File: config.mk
export PLATFORM = sky130hd
export DESIGN_NAME = ascii_command_frame_crc_encoder_top
export DESIGN_NICKNAME = d
export VERILOG_FILES = /design/src/acfce_pkg.sv /design/src/acfce_sequencer.sv /design/src/acfce_datapath.sv /design/src/ascii_command_frame_crc_encoder_top.sv
export SDC_FILE = /design/constraint.sdc
export NUM_CORES = 1
export LEC_CHECK = 0
export ABC_AREA = 1
export BUFFER_PORTS_ARGS = -buffer_cell sky130_fd_sc_hd__buf_2
export CAP_MARGIN = 10
export CORE_MARGIN = 2
export CORE_UTILIZATION = 53
export DETAILED_ROUTE_END_ITERATION = 12
export GPL_ROUTABILITY_DRIVEN = 0
export PLACE_DENSITY = 0.76
export SYNTH_ARGS = -nofsm -noshare
export SYNTH_HDL_FRONTEND = slang
export SYNTH_HIERARCHICAL = 1
export SYNTH_SLANG_ARGS = --single-unit
File: constraint.sdc
create_clock -name clk -period 2.8 [get_ports clk]
set_input_delay 0.28 -clock clk [delete_from_list [all_inputs] [get_ports clk]]
set_output_delay 0.28 -clock clk [all_outputs]
set_load 0.01 [all_outputs]
File: src/acfce_pkg.sv
package acfce_pkg;

    localparam int PcWidth = 5;

    typedef struct packed {
        logic [7:0] command_code;
        logic [1:0] arg_count;
        logic [7:0] first_arg;
        logic [7:0] second_arg;
    } acfce_in_t;

    typedef struct packed {
        logic [7:0] frame_byte;
        logic       last_byte;
        logic       bad_request;
        logic       expects_reply;
    } acfce_out_t;

    // byte source of one step
    typedef enum logic [3:0] {
        SRC_LIT,
        SRC_CMD_HI,
        SRC_CMD_LO,
        SRC_A0_HI,
        SRC_A0_LO,
        SRC_A1_HI,
        SRC_A1_LO,
        SRC_CRC_3,
        SRC_CRC_2,
        SRC_CRC_1,
        SRC_CRC_0
    } acfce_src_t;

    // jump conditions, tested after the step
    typedef enum logic [1:0] {
        JC_NONE,
        JC_BAD,
        JC_CNT0,
        JC_CNT1
    } acfce_jc_t;

    typedef struct packed {
        logic               emit;
        acfce_src_t         src;
        logic [7:0]         lit;
        logic               crc_en;
        logic               skip_zero;
        logic               last;
        logic               bad;
        acfce_jc_t          jc;
        logic [PcWidth-1:0] target;
        logic               done;
    } acfce_cw_t;

    typedef struct packed {
        logic      load;
        logic      exec;
        acfce_cw_t cw;
    } acfce_ctl_t;

    typedef struct packed {
        logic bad;
        logic cnt0;
        logic cnt1;
        logic out_free;
    } acfce_flags_t;

    localparam logic [PcWidth-1:0] PcCrc = 5'd20;
    localparam logic [PcWidth-1:0] PcErr = 5'd26;

    function automatic logic [7:0] hex_char(input logic [3:0] n);
        logic [7:0] c;
        if (n < 4'd10)
        begin
            c = 8'h30 + {4'h0, n};
        end
        else
        begin
            c = 8'h57 + {4'h0, n};
        end
        return c;
    endfunction

    function automatic logic [15:0] crc_byte(input logic [15:0] crc_in, input logic [7:0] b);
        logic [15:0] c;
        c = crc_in ^ {b, 8'h00};
        for (int i = 0; i < 8; i++)
        begin
            if (c[15])
            begin
                c = {c[14:0], 1'b0} ^ 16'h1021;
            end
            else
            begin
                c = {c[14:0], 1'b0};
            end
        end
        return c;
    endfunction

    function automatic logic silent_command(input logic [7:0] cmd);
        return cmd == 8'd7 || cmd == 8'd9 || cmd == 8'd10 ||
               cmd == 8'd12 || cmd == 8'd15 || cmd == 8'd16;
    endfunction

    function automatic acfce_cw_t cw_lit(input logic [7:0] c, input logic crc);
        acfce_cw_t w;
        w = '0;
        w.emit = 1'b1;
        w.src = SRC_LIT;
        w.lit = c;
        w.crc_en = crc;
        w.jc = JC_NONE;
        return w;
    endfunction

    function automatic acfce_cw_t cw_nib(input acfce_src_t s, input logic crc,
                                         input logic skip);
        acfce_cw_t w;
        w = '0;
        w.emit = 1'b1;
        w.src = s;
        w.crc_en = crc;
        w.skip_zero = skip;
        w.jc = JC_NONE;
        return w;
    endfunction

    // microprogram
    function automatic acfce_cw_t ucode(input logic [PcWidth-1:0] pc);
        acfce_cw_t w;
        w = '0;
        case (pc)
            5'd0:
            begin
                w.jc = JC_BAD;
                w.target = PcErr;
            end
            5'd1:  w = cw_lit("u", 1'b1);
            5'd2:  w = cw_lit("a", 1'b1);
            5'd3:  w = cw_lit("r", 1'b1);
            5'd4:  w = cw_lit("t", 1'b1);
            5'd5:  w = cw_lit("_", 1'b1);
            5'd6:  w = cw_lit("0", 1'b1);
            5'd7:  w = cw_lit("x", 1'b1);
            5'd8:  w = cw_nib(SRC_CMD_HI, 1'b1, 1'b0);
            5'd9:
            begin
                w = cw_nib(SRC_CMD_LO, 1'b1, 1'b0);
                w.jc = JC_CNT0;
                w.target = PcCrc;
            end
            5'd10: w = cw_lit("_", 1'b1);
            5'd11: w = cw_lit("0", 1'b1);
            5'd12: w = cw_lit("x", 1'b1);
            5'd13: w = cw_nib(SRC_A0_HI, 1'b1, 1'b0);
            5'd14:
            begin
                w = cw_nib(SRC_A0_LO, 1'b1, 1'b0);
                w.jc = JC_CNT1;
                w.target = PcCrc;
            end
            5'd15: w = cw_lit("_", 1'b1);
            5'd16: w = cw_lit("0", 1'b1);
            5'd17: w = cw_lit("x", 1'b1);
            5'd18: w = cw_nib(SRC_A1_HI, 1'b1, 1'b0);
            5'd19: w = cw_nib(SRC_A1_LO, 1'b1, 1'b0);
            5'd20: w = cw_lit("_", 1'b0);
            5'd21: w = cw_nib(SRC_CRC_3, 1'b0, 1'b1);
            5'd22: w = cw_nib(SRC_CRC_2, 1'b0, 1'b0);
            5'd23: w = cw_nib(SRC_CRC_1, 1'b0, 1'b1);
            5'd24: w = cw_nib(SRC_CRC_0, 1'b0, 1'b0);
            5'd25:
            begin
                w = cw_lit("#", 1'b0);
                w.last = 1'b1;
                w.done = 1'b1;
            end
            5'd26:
            begin
                w = cw_lit(8'h00, 1'b0);
                w.last = 1'b1;
                w.bad = 1'b1;
                w.done = 1'b1;
            end
            default:
            begin
                w.done = 1'b1;
            end
        endcase
        return w;
    endfunction

endpackage

File: src/acfce_sequencer.sv
module acfce_sequencer (
    input  logic                clk,
    input  logic                rst_n,
    input  logic                in_valid,
    output logic                in_ready,
    input  acfce_pkg::acfce_flags_t flags,
    output acfce_pkg::acfce_ctl_t   ctl
);
    import acfce_pkg::*;

    logic               busy_reg, busy_next;
    logic [PcWidth-1:0] pc_reg, pc_next;
    acfce_cw_t          cw;
    logic               taken;

    assign cw = ucode(pc_reg);
    assign in_ready = !busy_reg;
    assign ctl.load = in_valid && !busy_reg;
    assign ctl.exec = busy_reg && flags.out_free;
    assign ctl.cw = cw;

    always_comb
    begin
        case (cw.jc)
            JC_BAD:  taken = flags.bad;
            JC_CNT0: taken = flags.cnt0;
            JC_CNT1: taken = flags.cnt1;
            default: taken = 1'b0;
        endcase
    end

    always_comb
    begin
        busy_next = busy_reg;
        pc_next = pc_reg;
        if (ctl.load)
        begin
            busy_next = 1'b1;
            pc_next = '0;
        end
        else if (ctl.exec)
        begin
            if (cw.done)
            begin
                busy_next = 1'b0;
            end
            else if (taken)
            begin
                pc_next = cw.target;
            end
            else
            begin
                pc_next = pc_reg + 1'b1;
            end
        end
    end

    always_ff @(posedge clk or negedge rst_n)
    begin
        if (!rst_n)
        begin
            busy_reg <= 1'b0;
            pc_reg <= '0;
        end
        else
        begin
            busy_reg <= busy_next;
            pc_reg <= pc_next;
        end
    end

endmodule

File: src/acfce_datapath.sv
module acfce_datapath (
    input  logic                    clk,
    input  logic                    rst_n,
    input  acfce_pkg::acfce_in_t    in_data,
    input  acfce_pkg::acfce_ctl_t   ctl,
    output acfce_pkg::acfce_flags_t flags,
    output logic                    out_valid,
    input  logic                    out_ready,
    output acfce_pkg::acfce_out_t   out_data
);
    import acfce_pkg::*;

    acfce_in_t   req_reg;
    logic [15:0] crc_reg, crc_next;
    logic        out_valid_reg, out_valid_next;
    acfce_out_t  out_data_reg, out_data_next;
    logic [3:0]  nib;
    logic [7:0]  byte_val;
    logic        emit;

    assign flags.bad = req_reg.arg_count == 2'd3;
    assign flags.cnt0 = req_reg.arg_count == 2'd0;
    assign flags.cnt1 = req_reg.arg_count == 2'd1;
    assign flags.out_free = !out_valid_reg || out_ready;

    always_comb
    begin
        case (ctl.cw.src)
            SRC_CMD_HI: nib = req_reg.command_code[7:4];
            SRC_CMD_LO: nib = req_reg.command_code[3:0];
            SRC_A0_HI:  nib = req_reg.first_arg[7:4];
            SRC_A0_LO:  nib = req_reg.first_arg[3:0];
            SRC_A1_HI:  nib = req_reg.second_arg[7:4];
            SRC_A1_LO:  nib = req_reg.second_arg[3:0];
            SRC_CRC_3:  nib = crc_reg[15:12];
            SRC_CRC_2:  nib = crc_reg[11:8];
            SRC_CRC_1:  nib = crc_reg[7:4];
            SRC_CRC_0:  nib = crc_reg[3:0];
            default:    nib = 4'h0;
        endcase
    end

    assign byte_val = (ctl.cw.src == SRC_LIT) ? ctl.cw.lit : hex_char(nib);
    // unpadded crc digits drop a leading zero
    assign emit = ctl.exec && ctl.cw.emit && !(ctl.cw.skip_zero && nib == 4'h0);

    always_comb
    begin
        crc_next = crc_reg;
        if (ctl.load)
        begin
            crc_next = '0;
        end
        else if (emit && ctl.cw.crc_en)
        begin
            crc_next = crc_byte(crc_reg, byte_val);
        end
    end

    always_comb
    begin
        out_valid_next = out_valid_reg;
        out_data_next = out_data_reg;
        if (emit)
        begin
            out_valid_next = 1'b1;
            out_data_next.frame_byte = byte_val;
            out_data_next.last_byte = ctl.cw.last;
            out_data_next.bad_request = ctl.cw.bad;
            out_data_next.expects_reply = !silent_command(req_reg.command_code);
        end
        else if (out_ready)
        begin
            out_valid_next = 1'b0;
        end
    end

    always_ff @(posedge clk or negedge rst_n)
    begin
        if (!rst_n)
        begin
            out_valid_reg <= 1'b0;
        end
        else
        begin
            out_valid_reg <= out_valid_next;
        end
    end

    always_ff @(posedge clk)
    begin
        if (ctl.load)
        begin
            req_reg <= in_data;
        end
        crc_reg <= crc_next;
        out_data_reg <= out_data_next;
    end

    assign out_valid = out_valid_reg;
    assign out_data = out_data_reg;

endmodule

File: src/ascii_command_frame_crc_encoder_top.sv
// ascii command frame encoder: each request (command byte plus zero to two
// argument bytes) becomes the text frame "uart_0xCC[_0xAA[_0xBB]]_<crc>#",
// one character per output transfer, with a crc-16/xmodem (poly 0x1021,
// init 0) over the text before the underscore that leads the crc field,
// written as unpadded lowercase hex of its high then low byte. arg_count
// of 3 yields a single transfer with frame_byte 0, bad_request and
// last_byte set. every transfer carries expects_reply for the command. a
// microprogram of 27 steps in a constant rom drives the datapath; each
// step emits at most one character, and a dropped leading crc digit
// still spends its step. output stalls hold the walk through the rom. a
// new request is taken only after the previous frame's last character
// is registered.
module ascii_command_frame_crc_encoder_top (
    input  logic                  clk,
    input  logic                  rst_n,
    input  logic                  in_valid,
    output logic                  in_ready,
    input  acfce_pkg::acfce_in_t  in_data,
    output logic                  out_valid,
    input  logic                  out_ready,
    output acfce_pkg::acfce_out_t out_data
);
    import acfce_pkg::*;

    // control word and datapath status between the two halves
    acfce_ctl_t   ctl;
    acfce_flags_t flags;

    // step counter, rom and jump logic
    acfce_sequencer u_seq (
        .clk      (clk),
        .rst_n    (rst_n),
        .in_valid (in_valid),
        .in_ready (in_ready),
        .flags    (flags),
        .ctl      (ctl)
    );

    // request capture, hex conversion, crc and output register
    acfce_datapath u_dp (
        .clk       (clk),
        .rst_n     (rst_n),
        .in_data   (in_data),
        .ctl       (ctl),
        .flags     (flags),
        .out_valid (out_valid),
        .out_ready (out_ready),
        .out_data  (out_data)
    );

endmodule
Word-level counts from Yosys, hierarchy flattened
Cells that the tools add are included.

Register bits: 60. Input bits: 30. Output and inout bits: 13. Word-level logic and storage cells: 139.

Add/subtract/negate cells: 3. Magnitude comparators: 1. Equal/unequal tests: 48. Muxes and demuxes: 37. Bitwise logic cells: 9. Reductions and logical operators: 29.

Operator list (number): $pmux W17 S20 (1); $mux W16 (14); $mux W13 (8); $eq A5 B5 Y1 const B (11); $eq A5 B4 Y1 const B (8); $pmux W4 S10 (1); $eq A8 B4 Y1 const B (4); $reduce_or A25 Y1 (1); $not A3 Y3 (8); $pmux W7 S3 (1); $eq A5 B3 Y1 const B (4); $mux W5 (4); $eq A4 B3 Y1 const B (4); $mux W8 (2); $xor A16 B16 Y16 (1); $eq A4 B4 Y1 const B (3); $eq A5 B2 Y1 const B (2); $reduce_or A3 Y1 (3); $add A7 B4 Y8 const A (1); $eq A4 B2 Y1 const B (2); $eq A8 B3 Y1 const B (1); $eq A8 B5 Y1 const B (1); $logic_not A4 Y1 (2); $add A6 B4 Y7 const A (1); 16 further kinds (39).

Longest topological paths before layout
Depth after elaboration: 39. Depth in mapped cells: 28.

By module
Netlist, hierarchy kept.

By module, submodules not included: acfce_datapath (instances 1, cells each 346, area each 2819.0 sq um, seq. area each 1456.4 sq um); acfce_sequencer (instances 1, cells each 174, area each 992.2 sq um, seq. area each 150.1 sq um).

Least setup slack after synthesis
Ideal clock, no wire load.

Kind: register -> register. From: register u_seq.pc_reg[0]. To: register u_dp.crc_reg[5]. Library setup time: 0.109 ns. Arrival time: 2.925 ns. Required time: 2.691 ns. Path slack: -0.234 ns. Cell stages (with the launch flop): 27. Buffers on the path: 0. Period minus slack after synthesis: 3.034 ns. Cells stage by stage: dfrtp_1 -> inv_1 -> ha_1 -> nand2_1 -> inv_1 -> nand2_1 -> nand3_1 -> or2_2 -> inv_2 -> nand2_2 -> nor2_1 -> nand2_1 -> nand2_1 -> inv_1 -> nand2_1 -> nor2_1 -> ha_1 -> nand4_1 -> nand3_1 -> nand2_1 -> nand2_1 -> nand2_1 -> nand3_1 -> nand3_1 -> nand3_1 -> nand2_1 -> inv_1.

RTL lines: start: declaration (line acfce_sequencer.sv:12) `logic [PcWidth-1:0] pc_reg, pc_next;`; start signal: assignment (line acfce_sequencer.sv:68) `pc_reg <= pc_next;`; end signal: assignment (line acfce_datapath.sv:96) `crc_reg <= crc_next;`; end: declaration (line acfce_datapath.sv:14) `logic [15:0] crc_reg, crc_next;`.

==> flow_metrics.tcl <==
set metrics [dict create \
    grt_pass1_wl_um 18630 \
    vias 4537 \
    place_ws_ns -0.4890 \
    netlist_area_sq_mm 0.003785 \
    initialDrtViolationCount 547 \
    cts-root-buf "clkbuf_8" \
    p_leak_nw 2.875 \
    antenna_found_initial 0 \
    syn_avg_cell_area_sq_um 7.335 \
    core-area_sq_mm 0.006869 \
    die_h_um 88.51 \
    place_area_sq_mm 0.004633 \
    dp.cells 711 \
    drc 0 \
    min_period_ns 3.479 \
    syn_inst 516 \
    worstSetupPathType "reg2reg" \
    grt_max_degree 34 \
    finalCritPeriodShare_pct 124.3 \
    worst_hold_path_type "in2reg" \
    timing.final.ws_setup_ns -0.6792 \
    report.final.setup_viol 32 \
    wl_um 14860 \
    drive_above_1_share_pct 49.55 \
    via_per_inst 5.954 \
    grt_setup_unrepaired "true" \
    dp_hpwl_um 7465 \
    final_nets 698 \
    max-clock-path-buffers 2 \
    num_antenna_cells 0 \
    syn-num-nets 553 \
    finalNonFillerCells 762 \
    status "finished with violations" \
    area_delta_synth_final_pct 54.31 \
    fin_skew_ns 0.01271 \
    fp.dieW_um 88.51 \
    critPathCaptureType "flop" \
    worstSkewPairLatency_ns 0.37 \
    finalHoldViolCount 0 \
    h-tree-depth 3 \
    clock_sinks 60 \
    start_util_pct 55.10 \
    violations "negative setup slack" \
    grt_pass1_vias 4179 \
    fin_area_sq_mm 0.005841 \
    grt_use_total_pct 31.41 \
    port_buffers 42 \
    synth_warnings 6 \
    firstDrtPassIters 8 \
    dieArea_sq_mm 0.007833 \
    report.final.slew_viol_count 0 \
    tritoncts "built" \
    largest_reg_flops 26 \
    power_density_mw_per_mm2 1389 \
    arrival_ns 3.74 \
    critPathMaxFanout 4 \
    core.rowCount 30 \
    numCtsBuffers 9 \
    fmax_ghz 0.2874 \
    worstPathRequired_ns 3.06 \
    antenna_left 0 \
    start_kind "flop" \
    io_pins 43 \
    cap_viol_max_count 0 \
    cts.clk_slew.worst_paths_ns 0.07 \
    overflow 0 \
    vdd_drop_max_mv 0.8176 \
    wl_per_cell_um 19.50 \
]
-- critical path: stages, from the launching register on --
cell      delay (ns)
dfrtp_1         0.43
inv_2           0.09
ha_4            0.18
inv_2           0.05
nor2_2          0.03
nand2_1         0.11
nand3_2         0.10
or2_4           0.33
inv_8           0.10
nand2_8         0.08
nor2_4          0.19
nand2_1         0.12
nand2_1         0.12
inv_2           0.08
nand2_4         0.09
nor2_4          0.07
ha_4            0.17
nand4_1         0.12
nand3_2         0.16
nand2_2         0.13
nand2_1         0.08
nand2_2         0.10
nand3_2         0.09
nand3b_1        0.14
nand3_2         0.08
nand2_1         0.09
inv_1           0.04
-- report_power, final --
part           internal [W]  switching, W
Clock              0.000497      0.000371
Combinational       0.00240       0.00331
Sequential          0.00131      0.000227
-- placed cells by master (no fill, tap or decap), types with 7 or more instances in the layout --
cell type and instances:
dfxtp_1 16, buf_6 20, nand2_1 104, inv_2 15, clkbuf_8 9, nand4_1 12, a21oi_1 8, edfxtp_1 37
nor2_1 32, nand2_2 35, buf_4 77, nor2_4 13, buf_2 42, nand2_4 22, nand3_1 26, xor2_1 7
nor2_2 19, inv_1 59, nand3_2 19, a21oi_2 7
-- cell type report --
| class | count | area [sq um] |
|---|---|---|
| flip-flops and latches | 60 | 1609 |
| fillers | 343 | 1028 |
| inverters | 83 | 346.6 |
| clock inverters | 7 | 91.34 |
| multi-input cells | 365 | 2481 |
| repair buffers | 142 | 1069 |
| clock buffers | 9 | 123.9 |
| well taps | 96 | 120.1 |
-- stage by stage --
step	hold WS (ns)	total power, W	utilization, %	setup TNS [ns]
global route	0.08566	0.008391	85.03	-16.30
floorplan	-0.01559	0.003736	-	0
global placement	0.1204	0.004839	67.45	-5.978
detailed placement	0.1213	0.004941	67.45	-9.688
finish	0.09061	0.008113	85.03	-14.32
CTS	0.08702	0.006664	78.42	-4.699
-- path summary, 6_finish.rpt --
| kind | start | to | slack [ns] | cells past startpoint |
|---|---|---|---|---|
| setup / recovery | u_seq/pc_reg[1] | u_dp/crc_reg[5] | -0.68 | 26 |
| hold / removal | in_data[22] | u_dp/req_reg[22] | 0.09 | 1 |
| setup reg to reg | u_seq/pc_reg[1] | u_dp/crc_reg[5] | -0.68 | 26 |
| hold reg to reg | u_seq/busy_reg | u_seq/busy_reg | 0.54 | 2 |
| max in group asynchronous | rst_n | u_seq/pc_reg[4] | 2.31 | 2 |
| min in group asynchronous | rst_n | u_seq/pc_reg[0] | 0.31 | 2 |
-- routing by layer --
| metal | wire, um | track usage [%] | up-vias |
|---|---|---|---|
| met5 | 0 | 0 | - |
| met2 | 6767 | 54.27 | 412 |
| met3 | 1661 | 8.302 | 157 |
| met1 | 5129 | 34.61 | 2029 |
| met4 | 1299 | 18.73 | 0 |
| li1 | - | - | 1939 |
-- timing repair --
action,in CTS,in global routing
hold buffers,1,0
buffers inserted,22,14
pin swaps,44,59
endpoints found under the hold margin,7,0
gates resized for setup,104,93
gates cloned,2,2
setup endpoints to repair,33,33
(Power assumes the default switching activity.)
